File: config.mk
export PLATFORM = sky130hd
export DESIGN_NAME = window_occlusion_visible_rect_core
export DESIGN_NICKNAME = d
export VERILOG_FILES = /design/src/hw/rtl/wovr_pkg.sv /design/src/hw/rtl/window_occlusion_visible_rect_core.sv
export SDC_FILE = /design/constraint.sdc
export NUM_CORES = 2
export LEC_CHECK = 0
export BUFFER_PORTS_ARGS = -buffer_cell sky130_fd_sc_hd__buf_4
export CORE_ASPECT_RATIO = 1.5
export CORE_MARGIN = 1
export CORE_UTILIZATION = 29
export CTS_CLUSTER_SIZE = 8
export DETAILED_ROUTE_END_ITERATION = 10
export HOLD_SLACK_MARGIN = 0.05
export PLACE_DENSITY_LB_ADDON = 0.05
export SLEW_MARGIN = 30
export SYNTH_ARGS = -nofsm -noshare
export SYNTH_HDL_FRONTEND = slang
export SYNTH_SLANG_ARGS = --single-unit
File: constraint.sdc
create_clock -name aclk -period 10.1 [get_ports aclk]
set_clock_uncertainty 0.15 [all_clocks]
set_input_delay 0.505 -clock aclk [delete_from_list [all_inputs] [get_ports aclk]]
set_output_delay 0.505 -clock aclk [all_outputs]
set_load 0.05 [all_outputs]
File: src/hw/rtl/wovr_pkg.sv
// ----------------------------------------------------------------------------
// wovr_pkg
// Shared widths, field offsets, codes and helpers for the visible-rect core.
// ----------------------------------------------------------------------------
package wovr_pkg;

    localparam int COORD_BITS = 24;
    localparam int SIZE_W     = COORD_BITS - 1;
    localparam int AREA_W     = COORD_BITS + 1;

    // s_tdata layout
    localparam int IN_LEFT_LSB    = 0;
    localparam int IN_TOP_LSB     = COORD_BITS;
    localparam int IN_WIDTH_LSB   = 2 * COORD_BITS;
    localparam int IN_HEIGHT_LSB  = 2 * COORD_BITS + SIZE_W;
    localparam int IN_MODE_LSB    = 2 * COORD_BITS + 2 * SIZE_W;
    localparam int IN_PANEL_BIT   = IN_MODE_LSB + 2;
    localparam int IN_SELF_BIT    = IN_PANEL_BIT + 1;
    localparam int IN_HIDDEN_BIT  = IN_PANEL_BIT + 2;
    localparam int IN_FOCUS_BIT   = IN_PANEL_BIT + 3;
    localparam int IN_TRANSP_BIT  = IN_PANEL_BIT + 4;
    localparam int IN_FIELDS_W    = IN_TRANSP_BIT + 1;
    localparam int IN_TDATA_W     = ((IN_FIELDS_W + 7) / 8) * 8;

    // m_tdata layout
    localparam int OUT_FIELDS_W   = 2 * AREA_W + 2 * SIZE_W;
    localparam int OUT_TDATA_W    = ((OUT_FIELDS_W + 7) / 8) * 8;

    localparam int CFG_IDX_W      = 3;
    localparam int CFG_DATA_W     = COORD_BITS;

    localparam logic [CFG_IDX_W-1:0] REG_VIEW_LEFT   = 3'd0;
    localparam logic [CFG_IDX_W-1:0] REG_VIEW_TOP    = 3'd1;
    localparam logic [CFG_IDX_W-1:0] REG_VIEW_WIDTH  = 3'd2;
    localparam logic [CFG_IDX_W-1:0] REG_VIEW_HEIGHT = 3'd3;
    localparam logic [CFG_IDX_W-1:0] REG_BLEND_EN    = 3'd4;

    localparam logic CMD_QUERY  = 1'b0;
    localparam logic CMD_WINDOW = 1'b1;

    localparam logic [1:0] MODE_NORMAL       = 2'd0;
    localparam logic [1:0] MODE_TARGET_FULL  = 2'd1;
    localparam logic [1:0] MODE_OTHER_FULL   = 2'd2;
    localparam logic [1:0] MODE_TARGET_FOCUS = 2'd3;

    typedef logic signed [AREA_W-1:0] coord_t;

    typedef struct packed {
        logic       cmd;
        coord_t     left;
        coord_t     top;
        coord_t     right;
        coord_t     bottom;
        logic [1:0] mode;
        logic       panel;
        logic       self_win;
        logic       hidden;
        logic       focus;
        logic       transp;
        logic       last;
    } item_t;

    function automatic coord_t ext_pos(logic [COORD_BITS-1:0] v);
        return coord_t'({v[COORD_BITS-1], v});
    endfunction

    function automatic coord_t ext_size(logic [SIZE_W-1:0] v);
        return coord_t'({{(AREA_W - SIZE_W){1'b0}}, v});
    endfunction

endpackage

File: src/hw/rtl/window_occlusion_visible_rect_core.sv
// ----------------------------------------------------------------------------
// window_occlusion_visible_rect_core
// Clips a target window to the view and trims it by the windows stacked over it.
// ----------------------------------------------------------------------------
// Channel   Dir  Handshake         Contents
// s_*       in   tvalid/tready     query or group window transaction
// m_*       out  tvalid/tready     visible rectangle, one per last window
// cfg_wr_*  in   write enable      view rectangle and blend enable
//
// One transaction per cycle unless m_ stalls; m_tvalid comes from a register.
// The running area update is a combinational loop on the area registers.
// Reset is synchronous; control state and config registers clear, area reads
// as empty. A stalled m_ holds the input register; s_tready follows.
// ----------------------------------------------------------------------------
module window_occlusion_visible_rect_core
    import wovr_pkg::*;
(
    input  logic                   aclk,
    input  logic                   aresetn,

    input  logic                   cfg_wr_en,
    input  logic [CFG_IDX_W-1:0]   cfg_wr_index,
    input  logic [CFG_DATA_W-1:0]  cfg_wr_data,

    input  logic                   s_tvalid,
    output logic                   s_tready,
    // rect_left, rect_top, rect_width, rect_height, target_mode,
    // target_is_panel, is_self, is_hidden, has_focus, is_transparent, zero pad
    input  logic [IN_TDATA_W-1:0]  s_tdata,
    input  logic [0:0]             s_tuser,   // command
    input  logic                   s_tlast,   // last_window

    output logic                   m_tvalid,
    input  logic                   m_tready,
    // out_left, out_top, out_width, out_height
    output logic [OUT_TDATA_W-1:0] m_tdata,
    output logic [0:0]             m_tuser    // is_empty
);

    logic [COORD_BITS-1:0] view_left_reg, view_top_reg;
    logic [SIZE_W-1:0]     view_width_reg, view_height_reg;
    logic                  blend_en_reg;

    logic   in_valid_reg, in_valid_next;
    item_t  item_reg;

    coord_t area_left_reg, area_top_reg, area_right_reg, area_bottom_reg;
    coord_t area_left_next, area_top_next, area_right_next, area_bottom_next;
    logic [COORD_BITS-1:0] origin_x_reg, origin_y_reg, origin_x_next, origin_y_next;
    logic [1:0] mode_reg, mode_next;
    logic       panel_reg, panel_next;
    logic       above_reg, above_next;
    logic       gone_reg, gone_next;

    logic                   out_valid_reg, out_valid_next;
    logic [OUT_TDATA_W-1:0] out_data_reg, out_data_next;
    logic                   out_empty_reg, out_empty_next;

    logic   advance, s_accept, emit;
    coord_t view_l, view_t, view_r, view_b;
    coord_t q_l, q_t, q_r, q_b;
    coord_t il, ir, it, ib;
    coord_t nl, nt, nr, nb;
    logic   hspan, vspan, zero_size, overlap, occl, opaque;
    logic [AREA_W-1:0] rel_x, rel_y;
    logic [AREA_W-1:0] span_x, span_y;

    assign advance  = in_valid_reg && (!out_valid_reg || m_tready);
    assign s_tready = !in_valid_reg || advance;
    assign s_accept = s_tvalid && s_tready;
    assign emit     = advance && (item_reg.cmd == CMD_WINDOW) && item_reg.last;

    assign m_tvalid = out_valid_reg;
    assign m_tdata  = out_data_reg;
    assign m_tuser  = out_empty_reg;

    always_ff @(posedge aclk) begin
        if (!aresetn) begin
            view_left_reg   <= '0;
            view_top_reg    <= '0;
            view_width_reg  <= '0;
            view_height_reg <= '0;
            blend_en_reg    <= 1'b0;
        end else if (cfg_wr_en) begin
            case (cfg_wr_index)
                REG_VIEW_LEFT:   view_left_reg   <= cfg_wr_data;
                REG_VIEW_TOP:    view_top_reg    <= cfg_wr_data;
                REG_VIEW_WIDTH:  view_width_reg  <= cfg_wr_data[SIZE_W-1:0];
                REG_VIEW_HEIGHT: view_height_reg <= cfg_wr_data[SIZE_W-1:0];
                REG_BLEND_EN:    blend_en_reg    <= cfg_wr_data[0];
                default: ;
            endcase
        end
    end

    // Input register: decode and form right/bottom edges on capture
    always_ff @(posedge aclk) begin
        if (s_accept) begin
            item_reg.cmd      <= s_tuser[0];
            item_reg.left     <= ext_pos(s_tdata[IN_LEFT_LSB +: COORD_BITS]);
            item_reg.top      <= ext_pos(s_tdata[IN_TOP_LSB +: COORD_BITS]);
            item_reg.right    <= ext_pos(s_tdata[IN_LEFT_LSB +: COORD_BITS])
                               + ext_size(s_tdata[IN_WIDTH_LSB +: SIZE_W]);
            item_reg.bottom   <= ext_pos(s_tdata[IN_TOP_LSB +: COORD_BITS])
                               + ext_size(s_tdata[IN_HEIGHT_LSB +: SIZE_W]);
            item_reg.mode     <= s_tdata[IN_MODE_LSB +: 2];
            item_reg.panel    <= s_tdata[IN_PANEL_BIT];
            item_reg.self_win <= s_tdata[IN_SELF_BIT];
            item_reg.hidden   <= s_tdata[IN_HIDDEN_BIT];
            item_reg.focus    <= s_tdata[IN_FOCUS_BIT];
            item_reg.transp   <= s_tdata[IN_TRANSP_BIT];
            item_reg.last     <= s_tlast;
        end
    end

    assign in_valid_next = s_accept ? 1'b1 : (advance ? 1'b0 : in_valid_reg);

    always_comb begin
        view_l = ext_pos(view_left_reg);
        view_t = ext_pos(view_top_reg);
        view_r = view_l + ext_size(view_width_reg);
        view_b = view_t + ext_size(view_height_reg);

        q_l = (item_reg.left   > view_l) ? item_reg.left   : view_l;
        q_t = (item_reg.top    > view_t) ? item_reg.top    : view_t;
        q_r = (item_reg.right  < view_r) ? item_reg.right  : view_r;
        q_b = (item_reg.bottom < view_b) ? item_reg.bottom : view_b;

        // occluder against running area
        hspan     = (item_reg.left <= area_left_reg) && (item_reg.right >= area_right_reg);
        vspan     = (item_reg.top <= area_top_reg) && (item_reg.bottom >= area_bottom_reg);
        zero_size = (item_reg.right <= item_reg.left) || (item_reg.bottom <= item_reg.top);
        il = (item_reg.left   > area_left_reg)   ? item_reg.left   : area_left_reg;
        ir = (item_reg.right  < area_right_reg)  ? item_reg.right  : area_right_reg;
        it = (item_reg.top    > area_top_reg)    ? item_reg.top    : area_top_reg;
        ib = (item_reg.bottom < area_bottom_reg) ? item_reg.bottom : area_bottom_reg;
        overlap = (ir > il) && (ib > it);
        occl    = above_reg || item_reg.focus;
        opaque  = !blend_en_reg || !item_reg.transp;

        nl = area_left_reg;
        nt = area_top_reg;
        nr = area_right_reg;
        nb = area_bottom_reg;
        if (hspan) begin
            if (item_reg.top <= area_top_reg) begin
                nt = ib;
            end else if (item_reg.bottom >= area_bottom_reg) begin
                nb = it;
            end
        end else if (vspan) begin
            if (item_reg.left <= area_left_reg) begin
                nl = ir;
            end else if (item_reg.right >= area_right_reg) begin
                nr = il;
            end
        end

        area_left_next   = area_left_reg;
        area_top_next    = area_top_reg;
        area_right_next  = area_right_reg;
        area_bottom_next = area_bottom_reg;
        origin_x_next    = origin_x_reg;
        origin_y_next    = origin_y_reg;
        mode_next        = mode_reg;
        panel_next       = panel_reg;
        above_next       = above_reg;
        gone_next        = gone_reg;

        if (advance) begin
            if (item_reg.cmd == CMD_QUERY) begin
                origin_x_next    = item_reg.left[COORD_BITS-1:0];
                origin_y_next    = item_reg.top[COORD_BITS-1:0];
                mode_next        = item_reg.mode;
                panel_next       = item_reg.panel;
                above_next       = 1'b0;
                area_left_next   = q_l;
                area_top_next    = q_t;
                area_right_next  = q_r;
                area_bottom_next = q_b;
                gone_next        = (q_r <= q_l) || (q_b <= q_t)
                                   || (item_reg.mode == MODE_OTHER_FULL);
            end else if (!gone_reg && (mode_reg == MODE_NORMAL)) begin
                if (item_reg.self_win) begin
                    above_next = !panel_reg;
                end else if (!item_reg.hidden && occl && opaque && !zero_size) begin
                    if (hspan && vspan) begin
                        gone_next = 1'b1;
                    end else if (overlap) begin
                        area_left_next   = nl;
                        area_top_next    = nt;
                        area_right_next  = nr;
                        area_bottom_next = nb;
                        gone_next        = (nr <= nl) || (nb <= nt);
                    end
                end
            end
        end

        rel_x  = area_left_next - ext_pos(origin_x_next);
        rel_y  = area_top_next - ext_pos(origin_y_next);
        span_x = area_right_next - area_left_next;
        span_y = area_bottom_next - area_top_next;

        out_data_next  = out_data_reg;
        out_empty_next = out_empty_reg;
        if (emit) begin
            out_empty_next = gone_next;
            if (gone_next) begin
                out_data_next = '0;
            end else begin
                out_data_next = OUT_TDATA_W'({span_y[SIZE_W-1:0], span_x[SIZE_W-1:0],
                                              rel_y, rel_x});
            end
        end

        if (emit) begin
            out_valid_next = 1'b1;
        end else if (m_tready) begin
            out_valid_next = 1'b0;
        end else begin
            out_valid_next = out_valid_reg;
        end
    end

    always_ff @(posedge aclk) begin
        if (!aresetn) begin
            in_valid_reg    <= 1'b0;
            out_valid_reg   <= 1'b0;
            area_left_reg   <= '0;
            area_top_reg    <= '0;
            area_right_reg  <= '0;
            area_bottom_reg <= '0;
            origin_x_reg    <= '0;
            origin_y_reg    <= '0;
            mode_reg        <= MODE_NORMAL;
            panel_reg       <= 1'b0;
            above_reg       <= 1'b0;
            gone_reg        <= 1'b1;
        end else begin
            in_valid_reg    <= in_valid_next;
            out_valid_reg   <= out_valid_next;
            area_left_reg   <= area_left_next;
            area_top_reg    <= area_top_next;
            area_right_reg  <= area_right_next;
            area_bottom_reg <= area_bottom_next;
            origin_x_reg    <= origin_x_next;
            origin_y_reg    <= origin_y_next;
            mode_reg        <= mode_next;
            panel_reg       <= panel_next;
            above_reg       <= above_next;
            gone_reg        <= gone_next;
        end
    end

    always_ff @(posedge aclk) begin
        out_data_reg  <= out_data_next;
        out_empty_reg <= out_empty_next;
    end

    // ------------------------------------------------------------------------
    // Assertions
    // ------------------------------------------------------------------------
    a_area_nonempty: assert property (@(posedge aclk) disable iff (!aresetn)
        !gone_reg |-> (area_right_reg > area_left_reg) && (area_bottom_reg > area_top_reg))
        else $error("live area has no extent");

    a_result_source: assert property (@(posedge aclk) disable iff (!aresetn)
        $rose(m_tvalid) |-> $past(emit))
        else $error("result without a last window transaction");

    a_empty_zero: assert property (@(posedge aclk) disable iff (!aresetn)
        m_tvalid && m_tuser[0] |-> (m_tdata == '0))
        else $error("empty result carries data");

    a_item_held: assert property (@(posedge aclk) disable iff (!aresetn)
        in_valid_reg && !advance |=> in_valid_reg && $stable(item_reg))
        else $error("input register lost a pending transaction");

endmodule
==> results.json <==
{
  "outcome": "finished clean",
  "drt_iter0_drc": 1953,
  "core_area_um2": 129000,
  "cts_buffer_depth": 3,
  "ant_nets": 0,
  "rsz0062_at_grt": "no",
  "crit_path_end_kind": "flip-flop",
  "die_x_um": 297,
  "yosys_most_used_dff": "dfxtp_1",
  "cts-htree-levels": 3,
  "total_power_w": 0.00708,
  "routabilityCongestion": 0.968,
  "largest_reg_flops": 107,
  "timing.fmax_ghz": 0.106,
  "max_stage_delay_ns": 0.42,
  "syn_inst": 4577,
  "fin_tns_setup_ns": 0,
  "clk_pin_slew_worst_paths_ns": 0.06,
  "setup_viol": 0,
  "synth_top_area_share_pct": 18.9,
  "ys_top_cells_by_area": "ha_1 19%, edfxtp_1 16%, dfxtp_1 13%",
  "cpMaxStageDelayCell": "nor4_4",
  "synth.most_common_cell": "ha_1",
  "synth_edf_count": 204,
  "drive_gt1_share_pct": 13.0,
  "ir_drop_mv": 0.129,
  "ys_seq_area_share_pct": 29.4,
  "drv_slew": 0,
  "grt_pass1_wl_um": 250000,
  "fin_ws_ns": 0.650,
  "syn_avg_cell_area_um2": 8.26,
  "critPathTopFamily": "compound AO/OA/AOI/OAI gates",
  "dpl_worst_slack_ns": 0.426,
  "synth_cell_types": 102,
  "die_h_um": 444,
  "placed_cells": 6595,
  "synth_nets": 5294,
  "antenna_found_initial": 2,
  "fin_hold_ws_ns": 0.117,
  "cts_tree": "done",
  "hpwl_um": 147000,
  "routedWlPerCell_um": 26.1,
  "track_usage_pct": 26.6,
  "cts-buffers-inserted": 69,
  "power_frac_comb_pct": 37.6,
  "hp-class": "input port to flip-flop",
  "r2r_cells": 45,
  "ios": 237,
  "cp.arrival_ns": 9.71,
  "worst_setup_path_start_kind": "flip-flop",
  "syn2layout_area_growth_pct": 22.1,
  "drt_drc_violations_left": 0,
  "viasPerCell": 5.20,
  "rows": 161,
  "finalHoldViolCount": 0,
  "min_period_ns": 9.45,
  "power_frac_clock_pct": 32.3,
  "io_buffers": 233,
  "wirelength_um": 178000,
  "fillers": 13800,
  "ys_warn_count": 0,
  "async_flop_share_pct": 0,
  "route.vias.total": 35400,
  "critPathRequiredTime_ns": 10.36,
  "grt_pass1_vias": 36300,
  "tightest_slew_ns": 0.949,
  "fin_crit_sh_pct": 93.6,
  "worst_skew_pair.late_latency_ns": 0.70,
  "cts-root-buf": "clkbuf_16",
  "grt-ovfl-total": 0,
  "clock-sinks": 454,
  "first_pass_iters": 5,
  "hold_depth": 3,
  "layout.cells.non_filler": 6814,
  "cp_max_fo": 16,
  "die-area_um2": 132000,
  "synth_top_cells_by_count": "571 x ha_1, 500 x nand2_1, 464 x a21oi_1, 437 x nor2_1, 382 x inv_1",
  "p_leak_nw": 19.8,
  "initial_core_util_pct": 29.3,
  "cp_num_buf_inv": 8,
  "crit_cells": 45,
  "p_per_area_nw_per_um2": 153,
  "grt_max_degree": 79,
  "cp_common_cell": "buf_4",
  "seq_power_share_pct": 30.1,
  "syn_area_um2": 37800,
  "maxCapViolCount": 0,
  "netSwitchingFraction_pct": 37.9,
  "p_int_w": 0.00440,
  "p_sw_w": 0.00268,
  "relSlewSlack_pct": 36.7,
  "yosys.area.top_type": "ha_1",
  "worst-setup-path-type": "flip-flop to flip-flop",
  "synth-seq-cells": 454,
  "nNetsFinal": 5768
}
## cells by family after synthesis
kind of cell / synth area share, %
flops: 29.4
mux: 3.22
simple gates: 17.0
xor+xnor: 3.94
compound gates: 21.6
buf+inv: 5.47
fa+ha+maj: 19.3
## worst paths after layout
path                        to  slack (ns)                from
setup / recovery   m_tdata[95]        0.65  area_right_reg[24]
hold / removal    item_reg[29]        0.12         s_tdata[92]
setup reg to reg   m_tdata[95]        0.65  area_right_reg[24]
hold reg to reg    mode_reg[0]        0.31         mode_reg[0]
## power groups by stage
stage	clock, W	sequential [W]	combinational [W]
2_1_floorplan	0	0.00214	0.00160
3_3_place_gp	0	0.00217	0.00261
3_5_place_dp	0	0.00217	0.00261
4_1_cts	0.00236	0.00213	0.00266
5_1_grt	0.00243	0.00213	0.00293
6_report	0.00228	0.00213	0.00266
## routing by layer
metal / up-vias / global-route usage, % / share of wire (%)
li1: 17400 / - / -
met1: 16800 / 24.4 / 33
met2: 853 / 51.1 / 53
met3: 414 / 2.26 / 2.5
met4: 0 / 25.3 / 11
met5: - / 0 / 0
## stage by stage
step                      utilization [%]  cell area (um^2)
after floorplan                         -             37800
after global placement               33.4             43100
after detailed placement             33.4             43100
after CTS                            35.7             46000
after global routing                 35.8             46200
final                                35.8             46200
## worst reg2reg max path, delay by kind of cell, from the launching register on
family | cells | cell delay (ns)
compound gates | 20 | 3.45
simple gates | 11 | 2.03
buf+inv | 8 | 1.38
fa+ha+maj | 3 | 1.12
xor+xnor | 3 | 0.71
flops | 1 | 0.35
## cell type report
type                    count  area, um^2  share of cell area [%]
well taps                1711        2140                    4.64
inverters                 383        1450                    3.13
clock inverters             8         113                   0.244
multi-input cells        3577       24800                    53.7
diodes                      4        10.0                  0.0217
flip-flops and latches    454       11100                    24.1
clock buffers             111        1950                    4.21
repair buffers            566        4580                    9.93
## placed cells by master, fill, tap and decap left out, types with 20 or more instances in the layout
cell type,instances
clkbuf_16,70
nand3_1,65
nor2_1,434
nand2b_1,42
a21o_1,88
edfxtp_1,204
ha_1,571
o22a_1,20
dlygate4sd3_1,88
o211ai_1,29
nand2_1,497
nor2b_1,41
clkbuf_1,37
nand4_1,79
xnor2_1,111
o21bai_1,38
a31oi_1,24
o21ai_0,284
buf_4,469
inv_1,381
o21a_1,52
a211oi_1,28
nor3_1,57
a22oi_1,46
and2_1,59
o22ai_1,50
xor2_1,56
a21oi_1,455
mux2i_1,100
and3_1,29
dfxtp_1,250
## timing repair
| item | 4_1_cts | 5_1_grt |
|---|---|---|
| hold endpoints to repair | 159 | 0 |
| setup buffers | 0 | 7 |
| endpoints found under the setup margin | 0 | 98 |
| hold buffers | 88 | 0 |
| gates resized for setup | 0 | 18 |
Power figures use the tool's default switching activity.
